===== config.mk =====
export PLATFORM = sky130hd
export DESIGN_NAME = bitcrush_bezier_undersampler_unit_flat
export DESIGN_NICKNAME = d
export VERILOG_FILES = /design/src/rtl/bbu_pkg.sv /design/src/rtl/bbu_req_if.sv /design/src/rtl/bbu_rsp_if.sv /design/src/rtl/bbu_ucode_rom.sv /design/src/rtl/bbu_datapath.sv /design/src/rtl/bitcrush_bezier_undersampler_unit.sv /design/src/flat_wrapper.sv
export VERILOG_INCLUDE_DIRS = /design/src /design/src/rtl
export SDC_FILE = /design/constraint.sdc
export NUM_CORES = 2
export LEC_CHECK = 0
export BUFFER_PORTS_ARGS = -buffer_cell sky130_fd_sc_hd__buf_4
export CORE_ASPECT_RATIO = 1.5
export CORE_MARGIN = 2
export CORE_UTILIZATION = 35
export CTS_BUF_LIST = sky130_fd_sc_hd__clkbuf_8
export CTS_CLUSTER_SIZE = 20
export DETAILED_ROUTE_END_ITERATION = 16
export GPL_TIMING_DRIVEN = 0
export PLACE_DENSITY = 0.46
export SYNTH_ARGS = -nofsm -noshare
export SYNTH_HDL_FRONTEND = slang
export SYNTH_HIERARCHICAL = 1
export SYNTH_SLANG_ARGS = --single-unit
export TNS_END_PERCENT = 1

===== constraint.sdc =====
create_clock -name clock -period 13.55 [get_ports clock]
set_clock_uncertainty 0.05 [all_clocks]
set_input_delay 0 -clock clock [delete_from_list [all_inputs] [get_ports clock]]
set_output_delay 0 -clock clock [all_outputs]
set_load 0.02 [all_outputs]

===== src/rtl/assert_macros.svh =====
// Assertion helpers used by the RTL. They compile to nothing when SYNTHESIS is defined.
`ifndef ASSERT_MACROS_SVH
`define ASSERT_MACROS_SVH
`ifndef SYNTHESIS
// A condition that must hold at every clock edge outside reset.
`define ASSERT_ALWAYS(label, clk, rst, cond, msg) \
   label: assert property (@(posedge clk) disable iff (rst) (cond)) else $error(msg);
// A condition that must hold in the same cycle as its trigger.
`define ASSERT_IMPLIES(label, clk, rst, ante, cons, msg) \
   label: assert property (@(posedge clk) disable iff (rst) (ante) |-> (cons)) else $error(msg);
// A condition that must hold in the cycle after its trigger.
`define ASSERT_NEXT(label, clk, rst, ante, cons, msg) \
   label: assert property (@(posedge clk) disable iff (rst) (ante) |=> (cons)) else $error(msg);
`else
`define ASSERT_ALWAYS(label, clk, rst, cond, msg)
`define ASSERT_IMPLIES(label, clk, rst, ante, cons, msg)
`define ASSERT_NEXT(label, clk, rst, ante, cons, msg)
`endif
`endif


===== src/rtl/bbu_pkg.sv =====
package bbu_pkg;

   // Microprogram geometry.
   localparam int STEP_W      = 5;
   localparam int UCODE_DEPTH = 21;
   localparam logic [STEP_W-1:0] BEZ_ENTRY = 5'd7;

   // Fixed-point constants.
   localparam int PHASE_ONE = 65536;
   localparam int RATE_MIN  = 33;
   localparam int WET_ONE   = 16384;
   localparam int WET_TWO   = 32768;

   // Control and status register map.
   localparam int CSR_INDEX_W = 2;
   localparam int CSR_DATA_W  = 25;
   localparam logic [CSR_INDEX_W-1:0] CSR_RATE  = 2'd0;
   localparam logic [CSR_INDEX_W-1:0] CSR_SCALE = 2'd1;
   localparam logic [CSR_INDEX_W-1:0] CSR_STEP  = 2'd2;
   localparam logic [CSR_INDEX_W-1:0] CSR_WET   = 2'd3;

   localparam logic [16:0] RATE_RESET  = 17'd65536;
   localparam logic [24:0] SCALE_RESET = 25'd131072;
   localparam logic [23:0] STEP_RESET  = 24'd32768;
   localparam logic [15:0] WET_RESET   = 16'd32768;

   // Multiplier operand A sources.
   typedef enum logic [3:0] {
      OPA_XQ,
      OPA_STEP,
      OPA_N,
      OPA_OLDEST,
      OPA_MIDDLE,
      OPA_NEWEST,
      OPA_CBL,
      OPA_BAL,
      OPA_BEZ,
      OPA_X
   } a_sel_type;

   // Multiplier operand B sources.
   typedef enum logic [2:0] {
      OPB_SCALE,
      OPB_STEP_ALIGN,
      OPB_STEP,
      OPB_U,
      OPB_C,
      OPB_UNITY,
      OPB_WET,
      OPB_DRY
   } b_sel_type;

   // Accumulator operations on the previous product.
   typedef enum logic [1:0] {
      ACC_HOLD,
      ACC_LOAD,
      ACC_ADD
   } acc_op_type;

   // Writeback of the accumulator into a datapath register.
   typedef enum logic [2:0] {
      WB_NONE,
      WB_N,
      WB_TAPS,
      WB_CBL,
      WB_BAL,
      WB_BEZ,
      WB_OUT
   } wb_op_type;

   // Sequencing of the step counter.
   typedef enum logic [1:0] {
      SEQ_NEXT,
      SEQ_SKIP_NOWRAP,
      SEQ_END
   } seq_op_type;

   // One control word of the microprogram.
   typedef struct packed {
      a_sel_type         a_sel;
      b_sel_type         b_sel;
      acc_op_type        acc_op;
      wb_op_type         wb_op;
      seq_op_type        seq_op;
      logic [STEP_W-1:0] target;
   } ucode_word_type;

endpackage


===== src/rtl/bbu_req_if.sv =====
interface bbu_req_if #(parameter int SAMPLE_WIDTH = 24);
   logic                           valid;
   logic                           ready;
   logic signed [SAMPLE_WIDTH-1:0] sample_in;

   modport source (output valid, output sample_in, input ready);
   modport sink (input valid, input sample_in, output ready);
endinterface


===== src/rtl/bbu_rsp_if.sv =====
interface bbu_rsp_if #(parameter int SAMPLE_WIDTH = 24);
   logic                           valid;
   logic                           ready;
   logic signed [SAMPLE_WIDTH-1:0] sample_out;

   modport source (output valid, output sample_out, input ready);
   modport sink (input valid, input sample_out, output ready);
endinterface


===== src/rtl/bbu_ucode_rom.sv =====
module bbu_ucode_rom import bbu_pkg::*; (
   input  logic [STEP_W-1:0] step,
   output ucode_word_type    uword
);

   function automatic ucode_word_type uw(input a_sel_type a, input b_sel_type b,
                                         input acc_op_type ac, input wb_op_type w,
                                         input seq_op_type s);
      ucode_word_type word;
      word.a_sel  = a;
      word.b_sel  = b;
      word.acc_op = ac;
      word.wb_op  = w;
      word.seq_op = s;
      word.target = BEZ_ENTRY;
      return word;
   endfunction

   // The program. Each step issues one product, may fold the previous product into the
   // accumulator and may write the accumulator back. The quantizer steps are skipped
   // when the phase does not wrap, since the hold does not take a new sample then.
   always_comb begin
      unique case (step)
         // Quantizer: n = floor((x*scale + step term) / 2^k).
         5'd0:  uword = uw(OPA_XQ,     OPB_SCALE,      ACC_HOLD, WB_NONE, SEQ_SKIP_NOWRAP);
         5'd1:  uword = uw(OPA_STEP,   OPB_STEP_ALIGN, ACC_LOAD, WB_NONE, SEQ_NEXT);
         5'd2:  uword = uw(OPA_X,      OPB_DRY,        ACC_ADD,  WB_NONE, SEQ_NEXT);
         5'd3:  uword = uw(OPA_X,      OPB_DRY,        ACC_HOLD, WB_N,    SEQ_NEXT);
         // q = n*step, aligned and saturated, enters the hold.
         5'd4:  uword = uw(OPA_N,      OPB_STEP,       ACC_HOLD, WB_NONE, SEQ_NEXT);
         5'd5:  uword = uw(OPA_X,      OPB_DRY,        ACC_LOAD, WB_NONE, SEQ_NEXT);
         5'd6:  uword = uw(OPA_X,      OPB_DRY,        ACC_HOLD, WB_TAPS, SEQ_NEXT);
         // First Bezier level: oldest/middle and middle/newest blends.
         5'd7:  uword = uw(OPA_OLDEST, OPB_U,          ACC_HOLD, WB_NONE, SEQ_NEXT);
         5'd8:  uword = uw(OPA_MIDDLE, OPB_C,          ACC_LOAD, WB_NONE, SEQ_NEXT);
         5'd9:  uword = uw(OPA_MIDDLE, OPB_U,          ACC_ADD,  WB_NONE, SEQ_NEXT);
         5'd10: uword = uw(OPA_NEWEST, OPB_C,          ACC_LOAD, WB_CBL,  SEQ_NEXT);
         5'd11: uword = uw(OPA_X,      OPB_DRY,        ACC_ADD,  WB_NONE, SEQ_NEXT);
         // Second level, with the middle tap weighted by one.
         5'd12: uword = uw(OPA_MIDDLE, OPB_UNITY,      ACC_HOLD, WB_BAL,  SEQ_NEXT);
         5'd13: uword = uw(OPA_CBL,    OPB_U,          ACC_LOAD, WB_NONE, SEQ_NEXT);
         5'd14: uword = uw(OPA_BAL,    OPB_C,          ACC_ADD,  WB_NONE, SEQ_NEXT);
         5'd15: uword = uw(OPA_X,      OPB_DRY,        ACC_ADD,  WB_NONE, SEQ_NEXT);
         5'd16: uword = uw(OPA_X,      OPB_DRY,        ACC_HOLD, WB_BEZ,  SEQ_NEXT);
         // Wet/dry mix.
         5'd17: uword = uw(OPA_BEZ,    OPB_WET,        ACC_HOLD, WB_NONE, SEQ_NEXT);
         5'd18: uword = uw(OPA_X,      OPB_DRY,        ACC_LOAD, WB_NONE, SEQ_NEXT);
         5'd19: uword = uw(OPA_X,      OPB_DRY,        ACC_ADD,  WB_NONE, SEQ_NEXT);
         5'd20: uword = uw(OPA_X,      OPB_DRY,        ACC_HOLD, WB_OUT,  SEQ_END);
         default: uword = uw(OPA_X,    OPB_DRY,        ACC_HOLD, WB_NONE, SEQ_END);
      endcase
   end

endmodule


===== src/rtl/bbu_datapath.sv =====
module bbu_datapath import bbu_pkg::*; #(
   parameter int SAMPLE_WIDTH = 24
) (
   input  logic                           clock,
   input  logic                           reset,
   input  logic                           start,
   input  logic signed [SAMPLE_WIDTH-1:0] sample_in,
   input  logic                           run,
   input  ucode_word_type                 uword,
   input  logic                           csr_we,
   input  logic [CSR_INDEX_W-1:0]         csr_index,
   input  logic [CSR_DATA_W-1:0]          csr_wdata,
   output logic                           wrap,
   output logic signed [SAMPLE_WIDTH-1:0] mix
);

   localparam int F    = SAMPLE_WIDTH - 1;
   localparam int LS   = (F < 17) ? 17 - F : 0;
   localparam int RS   = (F >= 17) ? F - 17 : 0;
   localparam int NSH  = (F >= 17) ? F + 8 : 25;
   localparam int QL   = (F >= 24) ? F - 24 : 0;
   localparam int QR   = (F < 24) ? 24 - F : 0;
   localparam int NW   = 20;
   localparam int AW   = (SAMPLE_WIDTH + 1 > 25) ? SAMPLE_WIDTH + 1 : 25;
   localparam int BW   = 26;
   localparam int PW   = AW + BW;
   localparam int ACCW = PW + 2;

   localparam logic signed [BW-1:0]   STEP_ALIGN = BW'(2 ** RS);
   localparam logic signed [BW-1:0]   UNITY      = BW'(PHASE_ONE);
   localparam logic signed [ACCW-1:0] SAT_HI     = {{(ACCW - F){1'b0}}, {F{1'b1}}};
   localparam logic signed [ACCW-1:0] SAT_LO     = {{(ACCW - F){1'b1}}, {F{1'b0}}};

   function automatic logic signed [SAMPLE_WIDTH-1:0] saturate(
      input logic signed [ACCW-1:0] v);
      logic signed [ACCW-1:0] r;
      r = v;
      if (v > SAT_HI) begin
         r = SAT_HI;
      end else if (v < SAT_LO) begin
         r = SAT_LO;
      end
      return r[SAMPLE_WIDTH-1:0];
   endfunction

   // Configuration registers.
   logic [16:0] rate_ff;
   logic [24:0] scale_ff;
   logic [23:0] qstep_ff;
   logic [15:0] wet_ff;

   // Architectural state.
   logic [17:0]                    phase_ff;
   logic [17:0]                    phase_in;
   logic                           wrap_ff;
   logic                           wrap_in;
   logic signed [SAMPLE_WIDTH-1:0] tap_newest_ff;
   logic signed [SAMPLE_WIDTH-1:0] tap_middle_ff;
   logic signed [SAMPLE_WIDTH-1:0] tap_oldest_ff;

   // Working registers.
   logic signed [SAMPLE_WIDTH-1:0] x_ff;
   logic signed [NW-1:0]           n_ff;
   logic signed [SAMPLE_WIDTH-1:0] cbl_ff;
   logic signed [SAMPLE_WIDTH-1:0] bal_ff;
   logic signed [SAMPLE_WIDTH-1:0] bez_ff;
   logic signed [PW-1:0]           prod_ff;
   logic signed [ACCW-1:0]         acc_ff;

   logic [16:0]             rate_eff;
   logic [17:0]             phase_sum;
   logic [16:0]             coef_c;
   logic [16:0]             coef_u;
   logic [14:0]             wet_gain;
   logic [14:0]             dry_gain;
   logic signed [AW-1:0]    a_op;
   logic signed [BW-1:0]    b_op;
   logic signed [ACCW-1:0]  q_aligned;

   // Configuration writes.
   always_ff @(posedge clock) begin
      if (reset) begin
         rate_ff  <= RATE_RESET;
         scale_ff <= SCALE_RESET;
         qstep_ff <= STEP_RESET;
         wet_ff   <= WET_RESET;
      end else if (csr_we) begin
         unique case (csr_index)
            CSR_RATE:  rate_ff  <= csr_wdata[16:0];
            CSR_SCALE: scale_ff <= csr_wdata[24:0];
            CSR_STEP:  qstep_ff <= csr_wdata[23:0];
            CSR_WET:   wet_ff   <= csr_wdata[15:0];
            default:   rate_ff  <= rate_ff;
         endcase
      end
   end

   // Phase accumulator with the rate clamped to its legal range.
   always_comb begin
      rate_eff = rate_ff;
      if (rate_ff < 17'(RATE_MIN)) begin
         rate_eff = 17'(RATE_MIN);
      end else if (rate_ff > 17'(PHASE_ONE)) begin
         rate_eff = 17'(PHASE_ONE);
      end
      phase_sum = phase_ff + {1'b0, rate_eff};
      wrap_in   = phase_sum > 18'(PHASE_ONE);
      phase_in  = wrap_in ? phase_sum - 18'(PHASE_ONE) : phase_sum;
   end

   // Blend weights and mix gains.
   always_comb begin
      coef_c   = phase_ff[16:0];
      coef_u   = 17'(PHASE_ONE) - coef_c;
      wet_gain = (wet_ff > 16'(WET_ONE)) ? 15'(WET_ONE) : wet_ff[14:0];
      if (wet_ff >= 16'(WET_TWO)) begin
         dry_gain = '0;
      end else if (wet_ff <= 16'(WET_ONE)) begin
         dry_gain = 15'(WET_ONE);
      end else begin
         dry_gain = 15'(16'(WET_TWO) - wet_ff);
      end
   end

   // Operand selection for the shared multiplier.
   always_comb begin
      unique case (uword.a_sel)
         OPA_XQ:     a_op = AW'(x_ff) <<< LS;
         OPA_STEP:   a_op = AW'({1'b0, qstep_ff});
         OPA_N:      a_op = AW'(n_ff);
         OPA_OLDEST: a_op = AW'(tap_oldest_ff);
         OPA_MIDDLE: a_op = AW'(tap_middle_ff);
         OPA_NEWEST: a_op = AW'(tap_newest_ff);
         OPA_CBL:    a_op = AW'(cbl_ff);
         OPA_BAL:    a_op = AW'(bal_ff);
         OPA_BEZ:    a_op = AW'(bez_ff);
         OPA_X:      a_op = AW'(x_ff);
         default:    a_op = '0;
      endcase
      unique case (uword.b_sel)
         OPB_SCALE:      b_op = BW'({1'b0, scale_ff});
         OPB_STEP_ALIGN: b_op = STEP_ALIGN;
         OPB_STEP:       b_op = BW'({1'b0, qstep_ff});
         OPB_U:          b_op = BW'({1'b0, coef_u});
         OPB_C:          b_op = BW'({1'b0, coef_c});
         OPB_UNITY:      b_op = UNITY;
         OPB_WET:        b_op = BW'({1'b0, wet_gain});
         OPB_DRY:        b_op = BW'({1'b0, dry_gain});
         default:        b_op = '0;
      endcase
   end

   // The product n*step moved to the sample's fraction bits, floored.
   always_comb begin
      if (F >= 24) begin
         q_aligned = acc_ff <<< QL;
      end else begin
         q_aligned = acc_ff >>> QR;
      end
   end

   // Phase and tap state.
   always_ff @(posedge clock) begin
      if (reset) begin
         phase_ff      <= 18'(PHASE_ONE);
         wrap_ff       <= 1'b0;
         tap_newest_ff <= '0;
         tap_middle_ff <= '0;
         tap_oldest_ff <= '0;
      end else if (start) begin
         phase_ff <= phase_in;
         wrap_ff  <= wrap_in;
      end else if (run && uword.wb_op == WB_TAPS && wrap_ff) begin
         tap_oldest_ff <= tap_middle_ff;
         tap_middle_ff <= tap_newest_ff;
         tap_newest_ff <= saturate(q_aligned);
      end
   end

   // Multiplier, accumulator and writebacks.
   always_ff @(posedge clock) begin
      if (start) begin
         x_ff <= sample_in;
      end
      if (run) begin
         prod_ff <= a_op * b_op;
         unique case (uword.acc_op)
            ACC_LOAD: acc_ff <= ACCW'(prod_ff);
            ACC_ADD:  acc_ff <= acc_ff + ACCW'(prod_ff);
            default:  acc_ff <= acc_ff;
         endcase
         unique case (uword.wb_op)
            WB_N:    n_ff   <= acc_ff[NSH+NW-1:NSH];
            WB_CBL:  cbl_ff <= acc_ff[SAMPLE_WIDTH+15:16];
            WB_BAL:  bal_ff <= acc_ff[SAMPLE_WIDTH+15:16];
            WB_BEZ:  bez_ff <= acc_ff[SAMPLE_WIDTH+16:17];
            default: n_ff   <= n_ff;
         endcase
      end
   end

   assign wrap = wrap_ff;
   assign mix  = saturate(acc_ff >>> 14);

endmodule


===== src/rtl/bitcrush_bezier_undersampler_unit.sv =====
// The result is registered at the last step of the microprogram, which runs the
// quantizer steps only when the hold takes a new sample. A new sample is taken only
// after the program ends, since the single shared multiplier and accumulator are
// stepped through by the microprogram.
// Reset is synchronous, active high: it restores the register defaults, phase 1.0,
// zero taps, and leaves the unit idle with no result pending.
`include "assert_macros.svh"

module bitcrush_bezier_undersampler_unit import bbu_pkg::*; #(
   parameter int SAMPLE_WIDTH = 24
) (
   input  logic                   clock,
   input  logic                   reset,
   bbu_req_if.sink                req_stream,
   bbu_rsp_if.source              rsp_stream,
   input  logic                   csr_we,
   input  logic [CSR_INDEX_W-1:0] csr_index,
   input  logic [CSR_DATA_W-1:0]  csr_wdata
);

   logic                           busy_ff;
   logic                           busy_in;
   logic [STEP_W-1:0]              step_ff;
   logic [STEP_W-1:0]              step_in;
   logic                           rsp_valid_ff;
   logic                           rsp_valid_in;
   logic signed [SAMPLE_WIDTH-1:0] rsp_data_ff;

   ucode_word_type                 uword;
   logic                           wrap;
   logic signed [SAMPLE_WIDTH-1:0] mix;
   logic                           start;
   logic                           stall;
   logic                           run;
   logic                           out_load;

   bbu_ucode_rom u_rom (
      .step  (step_ff),
      .uword (uword)
   );

   bbu_datapath #(
      .SAMPLE_WIDTH (SAMPLE_WIDTH)
   ) u_datapath (
      .clock     (clock),
      .reset     (reset),
      .start     (start),
      .sample_in (req_stream.sample_in),
      .run       (run),
      .uword     (uword),
      .csr_we    (csr_we),
      .csr_index (csr_index),
      .csr_wdata (csr_wdata),
      .wrap      (wrap),
      .mix       (mix)
   );

   // Handshake: a new sample is taken whenever the program is not running and reset
   // is low. The final step waits while the output register still holds an untaken
   // result.
   assign req_stream.ready = !busy_ff && !reset;
   assign start    = req_stream.valid && req_stream.ready;
   assign stall    = (uword.wb_op == WB_OUT) && rsp_valid_ff && !rsp_stream.ready;
   assign run      = busy_ff && !stall;
   assign out_load = run && (uword.wb_op == WB_OUT);

   // Step counter with the conditional skip and the program end.
   always_comb begin
      busy_in = busy_ff;
      step_in = step_ff;
      if (start) begin
         busy_in = 1'b1;
         step_in = '0;
      end else if (run) begin
         unique case (uword.seq_op)
            SEQ_NEXT:        step_in = step_ff + 1'b1;
            SEQ_SKIP_NOWRAP: step_in = wrap ? step_ff + 1'b1 : uword.target;
            SEQ_END: begin
               busy_in = 1'b0;
               step_in = '0;
            end
            default:         step_in = '0;
         endcase
      end
   end

   // The output register is freed by a transfer and refilled at the last step.
   always_comb begin
      rsp_valid_in = rsp_valid_ff;
      if (out_load) begin
         rsp_valid_in = 1'b1;
      end else if (rsp_stream.ready) begin
         rsp_valid_in = 1'b0;
      end
   end

   always_ff @(posedge clock) begin
      if (reset) begin
         busy_ff      <= 1'b0;
         step_ff      <= '0;
         rsp_valid_ff <= 1'b0;
      end else begin
         busy_ff      <= busy_in;
         step_ff      <= step_in;
         rsp_valid_ff <= rsp_valid_in;
      end
   end

   always_ff @(posedge clock) begin
      if (out_load) begin
         rsp_data_ff <= mix;
      end
   end

   assign rsp_stream.valid      = rsp_valid_ff;
   assign rsp_stream.sample_out = rsp_data_ff;

   `ASSERT_NEXT(a_start_enters_program, clock, reset, start, busy_ff && step_ff == '0, "program did not start at step zero")
   `ASSERT_IMPLIES(a_step_in_program, clock, reset, busy_ff, step_ff < STEP_W'(UCODE_DEPTH), "step counter left the program")
   `ASSERT_IMPLIES(a_idle_step_zero, clock, reset, !busy_ff, step_ff == '0, "idle with a nonzero step")
   `ASSERT_NEXT(a_end_delivers, clock, reset, run && uword.seq_op == SEQ_END, !busy_ff && rsp_valid_ff, "program end without a pending result")

endmodule


===== src/flat_wrapper.sv =====
// flat-port wrapper written by rule: the top's interface ports become plain ports
module bitcrush_bezier_undersampler_unit_flat import bbu_pkg::*;
#(
   parameter int SAMPLE_WIDTH = 24
)
  (clock, reset, csr_we, csr_index, csr_wdata, req_stream_valid, req_stream_sample_in, req_stream_ready, rsp_stream_valid, rsp_stream_sample_out, rsp_stream_ready);
  bbu_req_if #(.SAMPLE_WIDTH(SAMPLE_WIDTH)) req_stream_i ();
  bbu_rsp_if #(.SAMPLE_WIDTH(SAMPLE_WIDTH)) rsp_stream_i ();
  input  logic clock;
  input  logic reset;
  input  logic csr_we;
  input  logic [CSR_INDEX_W-1:0] csr_index;
  input  logic [CSR_DATA_W-1:0] csr_wdata;
  input wire logic [$bits(req_stream_i.valid)-1:0] req_stream_valid;
  input wire logic [$bits(req_stream_i.sample_in)-1:0] req_stream_sample_in;
  output wire logic [$bits(req_stream_i.ready)-1:0] req_stream_ready;
  output wire logic [$bits(rsp_stream_i.valid)-1:0] rsp_stream_valid;
  output wire logic [$bits(rsp_stream_i.sample_out)-1:0] rsp_stream_sample_out;
  input wire logic [$bits(rsp_stream_i.ready)-1:0] rsp_stream_ready;
  assign req_stream_i.valid = req_stream_valid;
  assign req_stream_i.sample_in = req_stream_sample_in;
  assign req_stream_ready = req_stream_i.ready;
  assign rsp_stream_valid = rsp_stream_i.valid;
  assign rsp_stream_sample_out = rsp_stream_i.sample_out;
  assign rsp_stream_i.ready = rsp_stream_ready;
  bitcrush_bezier_undersampler_unit #(.SAMPLE_WIDTH(SAMPLE_WIDTH)) u_core (.clock(clock), .reset(reset), .req_stream(req_stream_i), .rsp_stream(rsp_stream_i), .csr_we(csr_we), .csr_index(csr_index), .csr_wdata(csr_wdata));
endmodule

==> metrics.txt <==
Top FF cell, synth edfxtp_1; crit end category flop; DR top layer met5; Detail Route Antenna Nets 0; number of iterations in the first detailed-routing pass 6; Core Footprint 0.1202 sq mm; critical register-to-register path startpoint u_core/step_ff[1]; Die ar. approximately 0.12 sq mm; Final setup viols 0; Final period util a little over nine tenths; Rel. slew slack -1.510%; Die X about 290 um; Final Cell Area roughly 0.048 sq mm; Setup WS post-layout 0.4087 ns; Data required, critical path between 10 and 15 ns; hold slack ~0.045 ns; vias in the first global route between 30000 and 40000; share of post-route cells with drive strength above 1 roughly 6.4%; GRT overflow 0; count of final max-slew check failures 10; Die Y-Extent approximately 430 um; RSZ-0062 raised after global routing false; worst hold path class in2reg; Nets between 5000 and 6000; WP buf/inv 7; I/O Buffers 80; routed vias between 30000 and 40000; metal1 wirelength 61230 um; final wirelength ~170000 um; P&R area growth vs syn 13.22%; Via density around 5.3; Syn Inst Count roughly 4700; fraction of registers with async set/reset 0%; #FFs+latches synth roughly 420; Ports ~80; GRT Total Usage between 20% and 30%; CTS Root Cell clkbuf_8; Storage cell area between 0.01 and 0.015 sq mm; CTS tree built; CP arrival roughly 14 ns; failing checks max-capacitance violations, max-slew violations; Placed Area around 0.045 sq mm; sequential share of the synthesized area roughly a quarter; Iteration-0 DRC Markers approximately 2400; pin count of the biggest net entering global routing between 40 and 50; post-place setup slack roughly 0.48 ns; Worst-Margin Slew about 1.5 ns; placed wire-length estimate 139900 um; fin crit period 13.14 ns; Warnings, synthesis 6; met3 wire length approximately 7500 um; initial core utilization 35.14%; FF-to-FF End u_core/u_datapath/prod_ff[36]; latest clock arrival within the worst-skew pair 0.79 ns; Critical Path End u_core/u_datapath/prod_ff[36]; clock-pin slew on the worst setup and hold paths 0.07 ns; Mapped Avg Cell Area approximately 9.1 sq um; critical path type reg2reg; worst stage delay on the critical path between 0.9 and 1 ns; row count 156; post-CTS setup buffers 0; initial antenna violation count 6; met2 WL post-DR 87830 um; CP delay by family, top compound AO/OA/AOI/OAI gates; status finished, violations left; final hold vios 0; clock sinks around 420; DRC 0; CTS Buf Count between 70 and 80; WL/cell between 20 and 30 um; EDFF count, synth 244; Startpoint Class flop; CP dominant cell by count fa_1; first-pass GRT wire length 250200 um; H-tree Lvls 3; fillers between 10000 and 15000; Cell variety after synth 92; gp weighted congestion 0.9371; TNS Setup 0 ns; Crit-path slowest cell a21oi_1; R2R cell count 33; Fmax achieved approximately 76 MHz; CP max FO 11; Max Cap Violations 2; Multi-input gate area ~0.028 sq mm; synthesized cell area 0.04225 sq mm; critical path startpoint u_core/step_ff[1]; Reg2Reg Setup Slack approximately 0.4 ns; critical path depth 33; clock tree buffer depth 3
## layer usage
| layer | up-vias | track usage [%] |
|---|---|---|
| met1 | 17675 | 30.36 |
| li1 | 15863 | - |
| met4 | 2 | 22.00 |
| met2 | 1075 | 49.70 |
| met3 | 415 | 3.507 |
| met5 | - | 0 |
## cells in the mapped netlist, drive strengths merged (24+ instances only)
cell type	count	area, sq um
nand2	779	2924
nor2	384	1446
and2	34	212.7
nor2b	53	339.1
o21a	24	180.2
xnor2	72	630.6
a211oi	50	375.4
nand3	54	270.3
inv	657	2469
nor3	35	175.2
o21ai	116	580.6
a21oi	286	1431
nand4	28	175.2
xor2	47	419.2
fa	528	10570
edfxtp	244	7327
nand2b	32	200.2
buf	29	181.4
a22oi	73	548.0
ha	289	3616
dfxtp	180	3603
clkbuf	212	795.8
a21o	104	780.8
a31oi	29	181.4
mux2	50	563.0
## area by class of cell
type | count | area share, %
diodes | 7 | 0.03662
plain buffers | 241 | 2.045
clock buffers | 82 | 2.359
clock inverters | 49 | 1.059
inverters | 658 | 5.168
multi-input cells | 3342 | 58.56
flip-flops and latches | 424 | 22.85
well taps | 1580 | 4.132
repair buffers | 195 | 3.792
## kinds of logic (layout without fill, tap and decap cells)
logic type / Yosys count / count (layout) / share of synthesized area, %
buffers and inverters: 899 / 1225 / 8.164
XOR/XNOR: 119 / 119 / 2.484
AND/OR/NAND/NOR: 1503 / 1503 / 15.41
multiplexers: 65 / 65 / 1.688
flip-flops: 424 / 424 / 25.87
other: 2 / 12 / 0.01777
adder cells (fa/ha/maj): 817 / 817 / 33.57
AO/OA/AOI/OAI: 833 / 833 / 12.79
## state kept, by name, indices dropped and copies added (netlist names)
signal	cells
u_core/u_datapath/qstep_ff	24
u_core/u_datapath/acc_ff	53
u_core/u_datapath/bal_ff	24
u_core/u_datapath/prod_ff	51
u_core/u_datapath/tap_oldest_ff	24
u_core/u_datapath/cbl_ff	24
u_core/u_datapath/x_ff	24
u_core/rsp_stream.valid	1
u_core/u_datapath/phase_ff	18
u_core/u_datapath/n_ff	20
u_core/u_datapath/tap_middle_ff	24
u_core/busy_ff	1
u_core/rsp_stream.sample_out	24
u_core/u_datapath/scale_ff	25
u_core/u_datapath/bez_ff	24
u_core/u_datapath/tap_newest_ff	24
u_core/u_datapath/rate_ff	17
u_core/u_datapath/wet_ff	16
u_core/u_datapath/wrap	1
u_core/step_ff	5
## worst min path at each step
stage	start	to	slack (ns)	cells after the start
after detailed placement	req_stream_sample_in[18]	u_core/u_datapath/x_ff[18]	0.13	1
final	csr_wdata[10]	u_core/u_datapath/wet_ff[10]	0.05	4
after CTS	csr_wdata[15]	u_core/u_datapath/rate_ff[15]	0.001	4
after floorplan	reset	u_core/busy_ff	0.02	1
after global routing	csr_wdata[9]	u_core/u_datapath/scale_ff[9]	0.06	4
after global placement	req_stream_sample_in[6]	u_core/u_datapath/x_ff[6]	0.13	1
## cell usage in the layout (no fill, tap or decap), types with 101 or more instances in the layout
cell type / Yosys / final
nand2_1: 779 / 779
inv_1: 656 / 668
fa_1: 528 / 528
nor2_1: 382 / 381
ha_1: 289 / 289
a21oi_1: 286 / 285
edfxtp_1: 244 / 244
clkbuf_1: 212 / 211
dfxtp_1: 180 / 180
o21ai_0: 109 / 109
a21o_1: 104 / 104
dlygate4sd3_1: 0 / 101
## metrics by stage
stage | std cells | util, %
6_report | 6578 | 39.79
5_1_grt | 6574 | 39.78
4_1_cts | 6571 | 39.77
3_5_place_dp | 6339 | 37.57
3_3_place_gp | 6325 | 37.30
2_1_floorplan | 4665 | -
## tightest hold or removal path, cell delays in order
cell           delay (ns)
dlygate4sd3_1        0.53
buf_4                0.16
nand2_1              0.06
a21oi_1              0.05
## repair_timing
| action | CTS | global route |
|---|---|---|
| hold endpoints to repair | 119 | 0 |
| hold buffers | 101 | 0 |
| endpoints found under the setup margin | 0 | 1 |
| resized for setup | 0 | 2 |
Power is not shown: default switching activity piles up to over one toggle a cycle in this logic, so the estimate is an artifact.
